$ cat config.mk
export PLATFORM = sky130hd
export DESIGN_NAME = mqpf_desc_mem
export DESIGN_NICKNAME = d
export VERILOG_FILES = /design/src/design/mqpf_pkg.sv /design/src/design/mqpf_desc_mem.sv
export SDC_FILE = /design/constraint.sdc
export NUM_CORES = 1
export LEC_CHECK = 0
export ABC_AREA = 0
export BUFFER_PORTS_ARGS = -buffer_cell sky130_fd_sc_hd__buf_4
export CELL_PAD_IN_SITES_DETAIL_PLACEMENT = 1
export CELL_PAD_IN_SITES_GLOBAL_PLACEMENT = 1
export CORE_MARGIN = 5
export CORE_UTILIZATION = 35
export DETAILED_ROUTE_END_ITERATION = 7
export PLACE_DENSITY = 0.54
export SYNTH_ARGS = -nofsm -noshare
export SYNTH_HDL_FRONTEND = slang
export SYNTH_SLANG_ARGS = --single-unit
$ cat constraint.sdc
create_clock -name i_clk -period 3.3 [get_ports i_clk]
set_input_delay 0.33 -clock i_clk [delete_from_list [all_inputs] [get_ports i_clk]]
set_output_delay 0.33 -clock i_clk [all_outputs]
set_load 0.02 [all_outputs]
$ cat src/design/mqpf_pkg.sv
// Shared constants, types and helpers for the multi-queue priority FIFO core.
// Depends on nothing; every other design file refers to it by scoped names.
package mqpf_pkg;

    localparam int NUM_QUEUES  = 5;
    localparam int NUM_LEVELS  = 10;
    localparam int LIST_DEPTH  = 16;
    localparam int ID_BITS     = 16;

    localparam int FIFO_COUNT  = NUM_QUEUES * NUM_LEVELS;
    localparam int STORE_DEPTH = FIFO_COUNT * LIST_DEPTH;

    localparam int FIFO_BITS   = (FIFO_COUNT > 1) ? $clog2(FIFO_COUNT) : 1;
    localparam int STORE_ABITS = $clog2(STORE_DEPTH);
    localparam int LVL_BITS    = $clog2(NUM_LEVELS);
    localparam int PTR_BITS    = $clog2(LIST_DEPTH);
    localparam int CNT_BITS    = $clog2(LIST_DEPTH + 1);

    localparam int FUNC_BITS   = 1;
    localparam int QSEL_BITS   = 3;
    localparam int PRI_BITS    = 4;
    localparam int STATUS_BITS = 2;
    localparam int OUT_ID_BITS = 16;

    localparam logic [FUNC_BITS-1:0] FUNC_PUSH = 1'b0;
    localparam logic [FUNC_BITS-1:0] FUNC_POP  = 1'b1;

    localparam logic [STATUS_BITS-1:0] ST_PUSH_OK = 2'd0;
    localparam logic [STATUS_BITS-1:0] ST_POP_OK  = 2'd1;
    localparam logic [STATUS_BITS-1:0] ST_EMPTY   = 2'd2;
    localparam logic [STATUS_BITS-1:0] ST_REJECT  = 2'd3;

    // Read pointer and fill level of one FIFO.
    typedef struct packed {
        logic [PTR_BITS-1:0] head;
        logic [CNT_BITS-1:0] count;
    } t_desc;

    typedef struct packed {
        logic                 en;
        logic [FIFO_BITS-1:0] addr;
        t_desc                desc;
    } t_desc_wr;

    typedef struct packed {
        logic                   en;
        logic [STORE_ABITS-1:0] addr;
        logic [ID_BITS-1:0]     data;
    } t_store_wr;

    // Low bits of an entry number as carried on the result port.
    function automatic logic [OUT_ID_BITS-1:0] to_out_id(input logic [ID_BITS-1:0] v);
        logic [ID_BITS+OUT_ID_BITS-1:0] t;
        t = {{OUT_ID_BITS{1'b0}}, v};
        return t[OUT_ID_BITS-1:0];
    endfunction

endpackage

$ cat src/design/mqpf_desc_mem.sv
// Descriptor table: head pointer and fill level for every queue/level FIFO.
// Per-entry valid bits make unwritten entries read as empty. Uses mqpf_pkg.
module mqpf_desc_mem (
    input  logic                          i_clk,
    input  logic                          i_rst_n,
    input  logic                          i_rd_en,
    input  logic [mqpf_pkg::FIFO_BITS-1:0] i_rd_addr,
    output mqpf_pkg::t_desc               o_rd_desc,
    input  mqpf_pkg::t_desc_wr            i_wr
);

    mqpf_pkg::t_desc                  r_mem [mqpf_pkg::FIFO_COUNT];
    logic [mqpf_pkg::FIFO_COUNT-1:0]  r_valid;
    mqpf_pkg::t_desc                  r_rd_desc;
    logic                             r_rd_valid;

    // valid bits and read-valid flag
    always_ff @(posedge i_clk) begin
        if (!i_rst_n) begin
            r_valid    <= '0;
            r_rd_valid <= 1'b0;
        end else begin
            if (i_wr.en) begin
                r_valid[i_wr.addr] <= 1'b1;
            end
            if (i_rd_en) begin
                r_rd_valid <= r_valid[i_rd_addr];
            end
        end
    end

    always_ff @(posedge i_clk) begin
        if (i_wr.en) begin
            r_mem[i_wr.addr] <= i_wr.desc;
        end
        if (i_rd_en) begin
            r_rd_desc <= r_mem[i_rd_addr];
        end
    end

    // unwritten entry reads as an empty FIFO at slot zero
    assign o_rd_desc = r_rd_valid ? r_rd_desc : '0;

endmodule

### Word level (Yosys, flattened, before mapping)

Memories as Yosys holds them, arrays and structs flattened. A register that Yosys moved wholly into a read port is not among the register bits.
Index checks and enable logic that the tools add are counted.

| cells by class | value |
|---|---|
| shift operators | 0 |
| $add $sub $neg | 0 |
| equality and inequality tests | 0 |
| multipliers | 0 |
| div/mod/pow operators | 0 |
| order comparisons | 3 |
| multiplexer cells | 7 |
| bitwise gates (word level) | 1 |
| reductions and logical operators | 1 |

Operators by type and width:

| kind | count |
|---|---|
| OR 50 bit | 1 |
| < comparator 6 x 7 -> 1 bit, second input constant | 2 |
| two-way mux 9 bit | 1 |
| binary-select mux 1 bit (select 6 bit) | 1 |
| demux 1 bit (select 6 bit) | 1 |
| greater-or-equal comparator 6 x 1 -> 1 bit, second input constant | 1 |
| two-way mux 1 bit | 4 |
| logical AND 1 bit | 1 |

| word-level totals | value |
|---|---|
| memory bits (writable) | 450 |
| bits in latches | 0 |
| memories | 1 |
| flip-flop bits (word level) | 51 |
| word-level logic and storage cells | 15 |
| output and inout port bits | 9 |
| bits in read-only memories | 0 |

Memories:

| memory | depth | width | rd ports | clocked after memory_dff | write ports | RTL line | text |
|---|---|---|---|---|---|---|---|
| r_mem | 50 | 9 | 1 | 1 | 1 | mqpf_desc_mem.sv:12 | `mqpf_pkg::t_desc r_mem [mqpf_pkg::FIFO_COUNT];` |

### Depth between registers and ports, before layout

Gate-level depths: netlist (run 1).

| depth | value |
|---|---|
| word-level depth | 5 |
| depth in mapped cells | 9 |
| depth with buffers taken out | 5 |

### Least setup slack after synthesis (run 1)

No wires, ideal clock.

| path | value |
|---|---|
| path kind | input-to-reg |
| start point | input i_rd_addr[0] (netlist bit) |
| end point | register r_rd_desc[0] (netlist name) |
| data arrival time | 2,044 ps |
| setup time | 256 ps |
| setup slack | 1,000 ps |
| stages on the path | 7 |
| cells stage by stage | buf_6 buf_6 buf_2 mux4_2 mux4_2 o22ai_1 nor2_1 |

RTL lines:

| what | RTL line | text |
|---|---|---|
| start, declared | mqpf_desc_mem.sv:7 | `input logic [mqpf_pkg::FIFO_BITS-1:0] i_rd_addr,` |

==> results of run 1 <==
==> power breakdown <==
part / total (W) / internal, W / switching [W]
Sequential: 0.00711 / 0.00709 / 0.0000218
Combinational: 0.000697 / 0.000268 / 0.000430
Clock: 0.00600 / 0.00353 / 0.00247
Total: 0.0138 / 0.0109 / 0.00292
==> cell families after synthesis <==
logic type	synth area share, %
compound gates	3.52
mux	17.0
flops	74.8
simple gates	3.19
buf+inv	1.48
==> metal layers <==
layer / track usage [%] / vias up / routed length [um]
li1: - / 4206 / -
met1: 24.9 / 5305 / 23900
met2: 26.8 / 226 / 24000
met3: 2.48 / 64 / 2250
met4: 4.23 / 0 / 926
met5: 0 / - / 0
==> layout make-up <==
class / count / area (um^2) / share of cell area, %
Clock buffer: 69 / 1440 / 6.24
Clock inverter: 27 / 297 / 1.29
Inverter: 4 / 15.0 / 0.0652
Multi-Input combinational cell: 400 / 4690 / 20.3
Sequential cell: 510 / 14800 / 64.2
Tap cell: 756 / 946 / 4.11
Timing Repair Buffer: 105 / 857 / 3.72
==> path summary, 6_finish.rpt <==
kind                            start                  endpoint  slack, ps  cells past startpoint
max            r_mem[15][2]$_DFFE_PP_    r_rd_desc[2]$_DFFE_PP_       1050                      4
min                           i_rd_en    r_rd_desc[5]$_DFFE_PP_        120                      1
max reg2reg    r_mem[15][2]$_DFFE_PP_    r_rd_desc[2]$_DFFE_PP_       1050                      4
min reg2reg  r_valid[16]$_SDFFE_PN0P_  r_valid[16]$_SDFFE_PN0P_        460                      1
==> state kept, by name, indices dropped and copies added (netlist names) <==
register and flops:
r_rd_desc 9, r_mem 450, r_rd_valid 1, r_valid 50
==> per-stage QoR <==
stage          util (%)  instance area (um^2)  hold WS (ps)  cells
2_1_floorplan         -                 19800           429    970
3_3_place_gp       37.9                 21300           443   1775
3_5_place_dp       37.9                 21300           448   1775
4_1_cts            41.0                 23000          74.1   1871
5_1_grt            41.0                 23000          90.6   1871
6_report           41.0                 23000           119   1871
==> placed cells by master, fill, tap and decap left out, drive strengths merged, types with 2 or more instances in the layout <==
cell type  count
o21ai          4
a21oi          9
or3b           2
nand2         18
or3            3
nor2b          2
nand4b         3
inv            6
dfxtp         51
a211oi         5
mux2i         34
and3b          2
o21a          50
o211ai         9
nand2b         3
nand3b        11
nor2          62
edfxtp       459
mux2          12
buf          104
mux4         128
bufinv         6
nand3         12
o22ai          7
a221oi         3
clkbuf        70
nand4          2
and2           9
clkinv        19
==> impl_metrics.json, run 1 <==
{
  "cp_top_family": "multiplexers",
  "clkSlewWorstSetupHoldPaths_ps": 60,
  "drt_first_pass_iters": 4,
  "drt-initial-drc-count": 815,
  "startpoint_type": "flop",
  "clock_latency_ps": 610,
  "nFillCells": 5432,
  "drcViolationCount": 0,
  "critPathArrivalTime_ps": 2580,
  "cts_resized": 0,
  "post-route-period-util_pct": 68.3,
  "drive_gt1_share_pct": 28.9,
  "fin_crit_ps": 2250,
  "tns_ps": 0,
  "start_util_pct": 35.2,
  "yosysSeqAreaShare_pct": 74.8,
  "synth.most_common_cell": "edfxtp_1",
  "cts_sinks": 510,
  "tightest_slew_ps": 707,
  "cp-end-kind": "flop",
  "synth_area_leaders": "edfxtp_1 (70%), mux4_2 (15%), dfxtp_1 (5.2%), o21a_1 (1.9%), mux2i_1 (1.7%)",
  "syn_inst": 970,
  "yosys_register_bits": 510,
  "tritoncts": "done",
  "cpMaxStageDelayCell": "mux4_2",
  "vias_per_cell": 5.24,
  "max_freq_mhz": 444,
  "synth_common_cells": "edfxtp_1 (459), mux4_2 (128), nor2_1 (62), dfxtp_1 (51), o21a_1 (50)",
  "num_rows": 87,
  "synth_cell_types": 40,
  "grt_pass1_vias": 10400,
  "path_common_cell": "mux4_2",
  "gp_congestion": 0.745,
  "avgSynthCellArea_um2": 20.4,
  "design.core.area_mm2": 0.0562,
  "synth_flop_cell": "edfxtp_1",
  "nNetsFinal": 1100,
  "cts-root-buf": "clkbuf_16",
  "setup_viol": 0,
  "postCtsSetupBuffers": 0,
  "crit_chain": "mux4_2, mux4_2, a2111oi_1, a311oi_1",
  "grt.total_usage_pct": 16.9,
  "yosys_warnings": 0,
  "status": "completed",
  "cts_hold_repair.buffers": 0,
  "wire_per_inst_um": 27.3,
  "cp.buffers_inverters": 0,
  "max_stage_delay_ps": 550,
  "synth_nets": 995,
  "numCtsBuffers": 54,
  "setup_slack_ps": 1050,
  "io_buffers": 33,
  "ant_nets": 0,
  "hold_viol": 0,
  "critical_path_class": "flop to flop",
  "required_ps": 3630,
  "clock_skew_ps": 15.0,
  "antenna_found_initial": 0,
  "dp_slack_ps": 534,
  "io_pins": 34,
  "synth-async-reset-ratio_pct": 0,
  "wirelength_um": 51100,
  "grt.overflow.total": 0,
  "power_w": 0.0138,
  "grt_pass1_wl_um": 74900,
  "clockBufferDepth": 3,
  "powerDensity_mw_per_mm2": 599,
  "synth_edf_count": 459,
  "diodes": 0,
  "dieArea_mm2": 0.0614,
  "grt_setup_unrepaired": "false",
  "cts.htree.levels": 2,
  "max_slew_margin_pct": 52.6,
  "hpwl_um": 31200,
  "peakVddDrop_mv": 0.384,
  "leakagePower_nw": 7.44,
  "cap_violations": 0,
  "die_w_um": 248,
  "critPathMaxFanout": 1,
  "vias": 9801,
  "yosys.area.top_type": "edfxtp_1",
  "grt_start_max_net_pins": 53,
  "die_h_um": 248,
  "synth_area_mm2": 0.0198,
  "finalMaxSlewViolations": 0,
  "yosys.area.top_type_share_pct": 69.7,
  "hp-class": "input pin to flop",
  "syn2layout_area_growth_pct": 16.5
}
No activity file was read; power rests on OpenSTA's default activity.
==> run 2: changes to the inputs <==
--- a/config.mk
+++ b/config.mk
@@ -5,14 +5,14 @@
 export SDC_FILE = /design/constraint.sdc
 export NUM_CORES = 1
 export LEC_CHECK = 0
-export ABC_AREA = 0
+export ABC_AREA = 1
 export BUFFER_PORTS_ARGS = -buffer_cell sky130_fd_sc_hd__buf_4
 export CELL_PAD_IN_SITES_DETAIL_PLACEMENT = 1
 export CELL_PAD_IN_SITES_GLOBAL_PLACEMENT = 1
 export CORE_MARGIN = 5
 export CORE_UTILIZATION = 35
 export DETAILED_ROUTE_END_ITERATION = 7
-export PLACE_DENSITY = 0.54
+export PLACE_DENSITY = 0.58
 export SYNTH_ARGS = -nofsm -noshare
 export SYNTH_HDL_FRONTEND = slang
 export SYNTH_SLANG_ARGS = --single-unit
==> constraint.sdc (replaced) <==
create_clock -name i_clk -period 2.1 [get_ports i_clk]
set_input_delay 0.21 -clock i_clk [delete_from_list [all_inputs] [get_ports i_clk]]
set_output_delay 0.21 -clock i_clk [all_outputs]
set_load 0.02 [all_outputs]
==> run 2 against run 1 <==
Count of clock-buffer cells in the layout down 2. Setup slack worse by 810 ps. Synthesized area up 3.5%. Critical path type is now flop to primary output. Cell count up 43%.
==> impl_metrics.json, run 2 <==
{
  "gp_congestion": 0.818,
  "setup_viol": 0,
  "syn2layout_area_growth_pct": 17.1,
  "largestRegisters": "r_mem (450), r_valid (50), r_rd_desc (9)",
  "yosys.area.top_type_share_pct": 67.3,
  "drcViolationCount": 0,
  "cts.htree.levels": 2,
  "numCtsBuffers": 54,
  "start_util_pct": 35.4,
  "synth_area_mm2": 0.0205,
  "status": "completed",
  "grt_setup_unrepaired": "false",
  "die_w_um": 252,
  "grt.overflow.total": 0,
  "io_buffers": 33,
  "diodes": 0,
  "drt-initial-drc-count": 1132,
  "cts_sinks": 510,
  "vias_per_cell": 5.22,
  "leakagePower_nw": 8.30,
  "final_cell_mix": "edfxtp_1 (459), nor2_1 (398), nand2_1 (252), o21ai_0 (188), buf_4 (114)",
  "post-route-period-util_pct": 88.9,
  "wire_per_inst_um": 24.1,
  "hpwl_um": 39600,
  "yosys_warnings": 0,
  "synth_nets": 1788,
  "grt_pass1_wl_um": 96000,
  "grt_start_max_net_pins": 60,
  "hp-class": "input pin to flop",
  "clock_skew_ps": 21.8,
  "synth.most_common_cell": "edfxtp_1",
  "dieArea_mm2": 0.0634,
  "wirelength_um": 64300,
  "hold_viol": 0,
  "power_w": 0.0220,
  "critical_path_class": "flop to primary output",
  "yosys_register_bits": 510,
  "tritoncts": "done",
  "antenna_found_initial": 0,
  "cts-root-buf": "clkbuf_16",
  "syn_inst": 1763,
  "nNetsFinal": 1883,
  "clkSlewWorstSetupHoldPaths_ps": 60,
  "largest_reg_flops": 450,
  "avgSynthCellArea_um2": 11.6,
  "synth_common_cells": "edfxtp_1 (459), nor2_1 (398), nand2_1 (252), o21ai_0 (188), nand3_1 (67)",
  "max_slew_margin_pct": 53.1,
  "drt_first_pass_iters": 5,
  "cpMaxStageDelayCell": "dfxtp_1",
  "peakVddDrop_mv": 0.836,
  "regMostFlops": "r_mem",
  "io_pins": 34,
  "drive_gt1_share_pct": 11.9,
  "max_freq_mhz": 536,
  "clockBufferDepth": 3,
  "synth_flop_cell": "edfxtp_1",
  "yosys.area.top_type": "edfxtp_1",
  "final_common_cell": "edfxtp_1",
  "cp-end-kind": "primary output",
  "critPathArrivalTime_ps": 1660,
  "grt_pass1_vias": 14500,
  "fin_crit_ps": 1870,
  "critPathMaxFanout": 10,
  "synth_cell_types": 32,
  "num_rows": 88,
  "crit_chain": "nand2_1, inv_1, buf_4",
  "required_ps": 1890,
  "powerDensity_mw_per_mm2": 919,
  "tightest_slew_ps": 704,
  "synth_area_leaders": "edfxtp_1 (67%), nor2_1 (7.3%), dfxtp_1 (5.0%), nand2_1 (4.6%), o21ai_0 (4.6%)",
  "startpoint_type": "flop",
  "cap_violations": 0,
  "die_h_um": 252,
  "finalMaxSlewViolations": 0,
  "ant_nets": 0,
  "synth_edf_count": 459,
  "grt.total_usage_pct": 20.0,
  "max_stage_delay_ps": 530,
  "vias": 13900,
  "design.core.area_mm2": 0.0578,
  "clock_latency_ps": 610,
  "synth-async-reset-ratio_pct": 0,
  "yosysSeqAreaShare_pct": 72.3,
  "tns_ps": 0
}
[run 2: cell count changes after synthesis, sizes merged, moves of 30 or more]
cell / before / now
a21oi: 9 / 51
buf: 29 / 72
inv: 4 / 59
mux4: 128 / 0
nand2: 18 / 252
nand3: 12 / 67
nor2: 62 / 399
o211ai: 9 / 39
o21a: 50 / 0
o21ai: 4 / 195
[run 2: cells by family (layout without fill, tap and decap cells)]
family                 count (synthesis)  in the layout  share of synthesized area [%]
AND/OR/NAND/NOR                      746            746                           14.3
multiplexers                           5              5                          0.244
AO/OA/AOI/OAI                        340            340                           9.41
flip-flops                           510            510                           72.3
buffers and inverters                162            302                           3.71
[run 2: cell type report]
cell class                 count  area (um^2)
tap                          765          957
clock inverter                34          307
inverter                      61          234
sequential                   510        14800
fill                        6136        33800
multi-input combinational   1091         4910
clock buffer                  67         1410
timing repair buffer         140         1350
[run 2: worst max-delay path, delay by kind of cell, from the launching register on]
family / cells / cell delay [ps]
flops: 1 / 530
buf+inv: 2 / 270
simple gates: 1 / 260
[run 2: stage by stage]
stage	cells	worst slack, ps	hold slack, ps	utilization (%)	instance area, um^2
2_1_floorplan	1763	587	309	-	20500
3_3_place_gp	2565	31.6	447	38.5	22200
3_5_place_dp	2565	25.6	457	38.5	22200
4_1_cts	2668	231	94.7	41.5	24000
5_1_grt	2668	140	133	41.5	24000
6_report	2668	233	128	41.5	24000
[run 2: path summary, 6_finish.rpt]
| path | from | to | slack [ps] | depth (start not counted) |
|---|---|---|---|---|
| setup / recovery | r_rd_valid$_SDFFE_PN0P_ | o_rd_desc[3] | 230 | 3 |
| hold / removal | i_rd_addr[5] | r_rd_desc[0]$_DFFE_PP_ | 130 | 4 |
| setup reg to reg | r_mem[12][2]$_DFFE_PP_ | r_rd_desc[2]$_DFFE_PP_ | 390 | 10 |
| hold reg to reg | r_valid[23]$_SDFFE_PN0P_ | r_valid[23]$_SDFFE_PN0P_ | 470 | 2 |
[run 2: report_power, final]
part | switching [W] | internal, W | leakage (nW)
Sequential | 0.0000346 | 0.0111 | 4.55
Clock | 0.00402 | 0.00538 | 0.854
Combinational | 0.00104 | 0.000410 | 2.90
Total | 0.00510 | 0.0169 | 8.30
[run 2: metal layers]
layer / vias to the layer above / GRT usage [%] / wire, um
met5: - / 0 / 0
met4: 0 / 4.71 / 1410
met3: 89 / 3.63 / 3270
met2: 290 / 32.5 / 29900
met1: 7130 / 28.2 / 29700
li1: 6405 / - / -
[run 2: what timing repair did]
| action | 4_1_cts | 5_1_grt |
|---|---|---|
| buffers inserted | 0 | 0 |
| setup endpoints to repair | 0 | 0 |
| hold buffers | 2 | 0 |
| gates resized for setup | 0 | 0 |
| hold endpoints to repair | 10 | 0 |
